$ cat src/hdl/spr_pkg.sv
`default_nettype none

package spr_pkg;

   // request opcodes
   localparam logic [1:0] OP_LOAD  = 2'd0;
   localparam logic [1:0] OP_WORD  = 2'd1;
   localparam logic [1:0] OP_CLEAR = 2'd2;

   // response kinds
   localparam logic KIND_TEXT = 1'b0;
   localparam logic KIND_ACK  = 1'b1;

   // acknowledgement codes
   localparam logic [1:0] ACK_STORED   = 2'd0;
   localparam logic [1:0] ACK_FULL     = 2'd1;
   localparam logic [1:0] ACK_TOO_LONG = 2'd2;

   typedef struct packed {
      logic [1:0] opcode;
      logic [7:0] in_byte;
      logic       in_last;
   } req_type;

   typedef struct packed {
      logic       kind;
      logic [7:0] out_byte;
      logic       out_last;
      logic [1:0] status;
   } rsp_type;

   typedef enum logic {
      S_IDLE,
      S_MATCH
   } state_type;

   // controller -> datapath
   typedef struct packed {
      logic do_load;
      logic do_clear;
      logic word_read;
      logic word_skip;
      logic word_emit;
   } cmd_type;

   // datapath -> controller
   typedef struct packed {
      logic match_done;
      logic out_blocked;
   } stat_type;

endpackage

`default_nettype wire

$ cat src/hdl/spr_ctrl.sv
`default_nettype none

module spr_ctrl (
   input  logic             clock,
   input  logic             reset,
   input  logic             req_valid,
   output logic             req_stall,
   input  spr_pkg::req_type  req_data,
   input  spr_pkg::stat_type stat,
   output spr_pkg::cmd_type  cmd
);
   import spr_pkg::*;

   state_type state_ff;
   state_type state_in;
   logic      needs_out;

   always_ff @(posedge clock) begin
      if (reset) begin
         state_ff <= S_IDLE;
      end else begin
         state_ff <= state_in;
      end
   end

   always_comb begin
      state_in  = state_ff;
      cmd       = '0;
      req_stall = 1'b1;
      // these words answer at once, so the output register must be free
      needs_out = ((req_data.opcode == OP_LOAD) && req_data.in_last) ||
                  (req_data.opcode == OP_CLEAR);
      unique case (state_ff)
         S_IDLE: begin
            req_stall = needs_out && stat.out_blocked;
            if (req_valid && !req_stall) begin
               unique case (req_data.opcode)
                  OP_LOAD:  cmd.do_load  = 1'b1;
                  OP_CLEAR: cmd.do_clear = 1'b1;
                  OP_WORD: begin
                     if (stat.match_done) begin
                        cmd.word_skip = 1'b1;
                     end else begin
                        cmd.word_read = 1'b1;
                        state_in      = S_MATCH;
                     end
                  end
                  default: ;
               endcase
            end
         end
         S_MATCH: begin
            req_stall = 1'b1;
            if (!stat.out_blocked) begin
               cmd.word_emit = 1'b1;
               state_in      = S_IDLE;
            end
         end
         default: state_in = S_IDLE;
      endcase
   end

endmodule

`default_nettype wire

$ cat config.mk
export PLATFORM = sky130hd
export DESIGN_NAME = spr_ctrl
export DESIGN_NICKNAME = d
export VERILOG_FILES = /design/src/hdl/spr_pkg.sv /design/src/hdl/spr_ctrl.sv
export SDC_FILE = /design/constraint.sdc
export NUM_CORES = 1
export LEC_CHECK = 0
export CELL_PAD_IN_SITES_DETAIL_PLACEMENT = 0
export CELL_PAD_IN_SITES_GLOBAL_PLACEMENT = 1
export CORE_AREA = 2 2 39 41
export CTS_BUF_LIST = sky130_fd_sc_hd__clkbuf_4 sky130_fd_sc_hd__clkbuf_8 sky130_fd_sc_hd__clkbuf_16
export CTS_CLUSTER_SIZE = 12
export DETAILED_ROUTE_END_ITERATION = 8
export DIE_AREA = 0 0 41 43
export DONT_BUFFER_PORTS = 1
export PLACE_DENSITY = 0.34
export SLEW_MARGIN = 20
export SYNTH_ARGS = -nofsm -noshare
export SYNTH_HDL_FRONTEND = slang
export SYNTH_SLANG_ARGS = --single-unit
$ cat constraint.sdc
create_clock -name clock -period 1.7 [get_ports clock]
set_input_delay 0.255 -clock clock [delete_from_list [all_inputs] [get_ports clock]]
set_output_delay 0.255 -clock clock [all_outputs]
set_load 0.05 [all_outputs]
==> flow_summary.toml, run 1 <==
[finish]
final_cell_area_sq_um = 191
nNetsFinal = 37
layoutNonFillerInstCount = 35
fin_util_pct = 13.8
antennaDiodeCount = 0
drive_gt1_share_pct = 42.1
largest_reg_flops = 1
largest-register = "state_ff"
n_fill_cell = 150
syn2layout_area_growth_pct = 35.4
reg_top3 = "state_ff x1"

[timing]
rsz0062_at_grt = "no"
finalSetupViolCount = 0
worst_slew_pin_slew_ns = 0.278
slew_headroom_pct = 81.5
fin_crit_sh_pct = 67.7
slew_viol_final = 0
fmax_mhz = 869
fin_ws_ns = 0.549
hold_viol_final = 0
fin_worst_skew_ns = 0
setup_tns_ns = 0
finalHoldWorstSlack_ns = 0.352
min_period_ns = 1.15

[setup_path]
slowest_stage = "and4b_2"
rrSetupSlack_ns = 0.88
worstPathArrival_ns = 0.90
r2r-end = "state_ff$_SDFF_PP0_"
critPathCaptureType = "output pin"
crit_cells = 2
cpLargestDelayFamily = "simple AND/OR/NAND/NOR gates"
crit_buf_inv = 0
rr_worst_depth = 2
r2r_start = "state_ff$_SDFF_PP0_"
cp.required_ns = 1.44
crit_path_max_incr_delay_ns = 0.42
path_max_fanout = 5
path_cells = "nor2_1 -> and4b_2"
endpoint = "cmd[4]"
crit_start = "state_ff$_SDFF_PP0_"
cp-start-kind = "flip-flop"
critPathKind = "reg2out"

[synthesis]
ys_seq_elements = 1
synthFlopType = "dfxtp_1"
synth-seq-area-share_pct = 14.2
yosys-top-cells-area = "nand4bb_4 19%, and4b_2 16%, o31ai_4 15%, dfxtp_1 14%, nor2_1 11%"
synth_fp_nets = 31
yosysTopAreaCell = "nand4bb_4"
synth_area_sq_um = 141
synth_cell_types = 11
synth_most_common_cell = "nor2_1"
avgSynthCellArea_sq_um = 9.43
async_flop_share_pct = 0
yosysTopAreaCellShare_pct = 19.5
ys_warn_count = 0
synth-edff-count = 0
synthCells = 15
synth_common_cells = "4 x nor2_1, 2 x and4b_2"

[route]
wire_per_inst_um = 9.69
via_count = 128
finalWirelength_um = 339
first_pass_iters = 2
dr.first_iter.drc_count = 3
drc_errors = 0
ant_nets = 0
vias_per_cell = 3.66

[place]
dp_hpwl_um = 308
place_congestion = 0.535
dp_slack_ns = 0.551
dp.cells = 35
dpl_cell_area_sq_um = 191
numPortBuffers = 0

[floorplan]
dieWidth_um = 41
start_util_pct = 10.2
die_area_sq_um = 1760
die_h_um = 43
core_sq_um = 1380
ios = 22
row_count = 14

[global_route]
grt_max_degree = 6
gr-usage-met3_pct = 0
grt-busiest-layer = "met2"
antenna_found_initial = 0
grt_pass1_wl_um = 407
grt_usage_pct = 3.20
use_met1_pct = 4.78
grt_overflow = 0
use_met2_pct = 5.31
grt_pass1_vias = 112

[power]
ir_worst_vdd_uv = 99.9
power_density_nw_per_um2 = 317
p_total_uw = 60.6
cellLeakagePower_nw = 0.0731

[clock_network]
post_cts_resized = 0
postCtsHoldBufs = 0
post-cts-setup-buffers = 0
clk_latency_ns = 0
cts.clk_slew.worst_paths_ns = 0

[job]
cap_viol_max_count = 0

[min_path]
hold_class = "in2reg"

[run_status]
status = "finished clean"
==> logic make-up after synthesis <==
kind of cell           after synthesis  synth area share, %
AO/OA/AOI/OAI                        2                 20.4
buffers and inverters                1                 2.65
flip-flops                           1                 14.2
AND/OR/NAND/NOR                     11                 62.8
==> routing by layer <==
metal	part of all wire [%]	routed length, um	up-vias
met5	0	0	-
met4	0	0	0
met3	20	69	0
met2	35	120	14
met1	44	149	51
li1	-	-	63
==> area by class of cell <==
type                    instances  area, sq um  area share, %
multi-input cells              13          118           61.4
repair buffers                  4         30.0           15.7
flip-flops and latches          1         20.0           10.5
well taps                      16         20.0           10.5
inverters                       1         3.75           1.96
==> how the worst min path moves through the flow <==
| stage | slack [ns] | start | to | depth (start not counted) |
|---|---|---|---|---|
| 2_1_floorplan | 0.35 | reset | state_ff$_SDFF_PP0_ | 1 |
| 3_3_place_gp | 0.35 | reset | state_ff$_SDFF_PP0_ | 1 |
| 3_5_place_dp | 0.35 | reset | state_ff$_SDFF_PP0_ | 1 |
| 4_1_cts | 0.35 | reset | state_ff$_SDFF_PP0_ | 1 |
| 5_1_grt | 0.35 | reset | state_ff$_SDFF_PP0_ | 1 |
| 6_report | 0.35 | reset | state_ff$_SDFF_PP0_ | 1 |
==> report_power, final <==
group	switching, mW	total, mW	internal [mW]	leakage [nW]
registers	0.000765	0.0253	0.0245	0.00811
logic	0.0226	0.0353	0.0127	0.0650
clock network	0	0	0	0
total	0.0233	0.0606	0.0373	0.0731
==> layout by cell type, fill, tap and decap left out <==
cell type and count:
nor2b_1 1, nand3b_1 1, dfxtp_1 1, nor2_1 4, and4b_2 2, nand2b_1 1
o21bai_1 1, inv_1 1, nand2_1 1, nand4bb_4 1, buf_4 4, o31ai_4 1
(Power assumes the default switching activity.)
==> run 2: changes to the inputs <==
Settings changed: ABC_AREA from default to 1, PLACE_DENSITY 0.34 to 0.36.
Clock period 1.7 ns to 1.15 ns, I/O delays scaled along.
==> flow_summary.toml, run 2 <==
[run_status]
status = "finished clean"

[setup_path]
critPathKind = "reg2out"
cp.required_ns = 0.98
worstPathArrival_ns = 0.92
cp-start-kind = "flip-flop"
path_max_fanout = 3
critPathCaptureType = "output pin"

[timing]
setup_tns_ns = 0
fin_crit_sh_pct = 95.4
min_period_ns = 1.10
slew_viol_final = 0
fin_worst_skew_ns = 0
finalSetupViolCount = 0
fmax_mhz = 911
slew_headroom_pct = 88.2
worst_slew_pin_slew_ns = 0.176
finalHoldWorstSlack_ns = 0.231
rsz0062_at_grt = "no"
hold_viol_final = 0

[route]
drc_errors = 0
finalWirelength_um = 362
dr.first_iter.drc_count = 0
vias_per_cell = 3.47
ant_nets = 0
wire_per_inst_um = 7.70
via_count = 163
first_pass_iters = 1

[synthesis]
synth_cell_types = 13
avgSynthCellArea_sq_um = 5.73
ys_seq_elements = 1
synth_common_cells = "5 x inv_1, 5 x nand2_1, 2 x nand2_2, 2 x nor2_1, 2 x nor3_1"
synth_area_sq_um = 138
synth-seq-area-share_pct = 14.5
synthFlopType = "dfxtp_1"
synth-edff-count = 0
synthCells = 24
async_flop_share_pct = 0
yosysTopAreaCell = "dfxtp_1"
synth_fp_nets = 40
ys_warn_count = 0
yosysTopAreaCellShare_pct = 14.5
yosys-top-cells-area = "dfxtp_1 15%, inv_1 14%, nand2_1 14%, nand2_2 9.1%, nand3_2 7.3%"

[finish]
largest_reg_flops = 1
layout_common_cells = "5 x inv_1, 5 x nand2_1, 4 x buf_12, 3 x nor3_4, 3 x buf_4"
largest-register = "state_ff"
reg_top3 = "state_ff x1"
drive_gt1_share_pct = 61.3
syn2layout_area_growth_pct = 115
antennaDiodeCount = 0
nNetsFinal = 49

[place]
place_congestion = 0.599
dp_hpwl_um = 362
numPortBuffers = 0

[floorplan]
dieWidth_um = 41
ios = 22
row_count = 14
die_area_sq_um = 1760
die_h_um = 43
core_sq_um = 1380
start_util_pct = 9.95

[power]
p_comb_share_pct = 71.2
cellLeakagePower_nw = 0.136
power_density_nw_per_um2 = 432
power_frac_clock_pct = 0
switching_share_pct = 43.7
ir_worst_vdd_uv = 193
p_switching_uw = 55.8
internal_power_uw = 71.9
power_frac_seq_pct = 28.8

[clock_network]
cts.clk_slew.worst_paths_ns = 0
postCtsHoldBufs = 0
clk_latency_ns = 0
post_cts_resized = 0
post-cts-setup-buffers = 0

[global_route]
grt_pass1_wl_um = 696
antenna_found_initial = 0
grt_max_degree = 5
grt_overflow = 0
grt_pass1_vias = 165
grt_usage_pct = 5.11

[min_path]
hold_class = "in2reg"

[job]
cap_viol_max_count = 0
-- run 2: cell types whose count changed after synthesis, sizes merged, moves of 2 or more --
cell | before | now
nor3 | 0 | 3
nand2 | 1 | 7
and4b | 2 | 0
inv | 1 | 6
nand3 | 0 | 2
-- run 2: power by group through the flow --
stage	Combinational, mW	Sequential, mW	Clock (mW)
final	0.0909	0.0368	0
after global routing	0.0975	0.0369	0
after CTS	0.0922	0.0368	0
after detailed placement	0.0921	0.0368	0
after global placement	0.0922	0.0369	0
after floorplan	0.0632	0.0367	0
-- run 2: layout make-up --
cell class	instances	area [sq um]
multi-input combinational	17	129
timing repair buffer	7	103
tap	16	20.0
sequential	1	21.3
fill	157	1090
inverter	6	22.5
-- run 2: per-layer routing --
| layer | up-vias | global-route usage [%] | part of all wire [%] |
|---|---|---|---|
| li1 | 87 | - | - |
| met1 | 68 | 7.67 | 35 |
| met2 | 8 | 8.44 | 53 |
| met3 | 0 | 0 | 12 |
| met4 | 0 | 0 | 0 |
| met5 | - | 0 | 0 |
-- run 2: worst paths after layout --
kind | slack, ns | start | cells after the start | endpoint
setup / recovery | 0.05 | state_ff$_SDFF_PP0_ | 3 | cmd[4]
setup reg to reg | 0.34 | state_ff$_SDFF_PP0_ | 5 | state_ff$_SDFF_PP0_
hold reg to reg | 0.47 | state_ff$_SDFF_PP0_ | 2 | state_ff$_SDFF_PP0_
hold / removal | 0.23 | reset | 1 | state_ff$_SDFF_PP0_
-- run 2: kinds of logic (layout without fill, tap and decap cells) --
group | after synthesis | count (layout) | share of synthesized area [%]
DFF | 1 | 1 | 14.5
and+or+nand+nor | 16 | 16 | 62.7
buffers and inverters | 6 | 13 | 16.4
AOI/OAI and AO/OA | 1 | 1 | 6.36
-- run 2: critical path: stages (launching register included) --
cell and delay (ns):
dfxtp_2 0.30, or2_4 0.25, nor3_4 0.21, buf_12 0.16
-- run 2: per-stage QoR --
| stage | cell area, sq um | total power, mW | utilization [%] | setup slack [ns] | instances |
|---|---|---|---|---|---|
| floorplan | 173 | 0.100 | - | -0.0539 | 24 |
| global placement | 295 | 0.129 | 21.3 | 0.0477 | 47 |
| detailed placement | 295 | 0.129 | 21.3 | 0.0448 | 47 |
| CTS | 295 | 0.129 | 21.3 | 0.0448 | 47 |
| global route | 295 | 0.134 | 21.3 | 0.00395 | 47 |
| finish | 295 | 0.128 | 21.3 | 0.0525 | 47 |
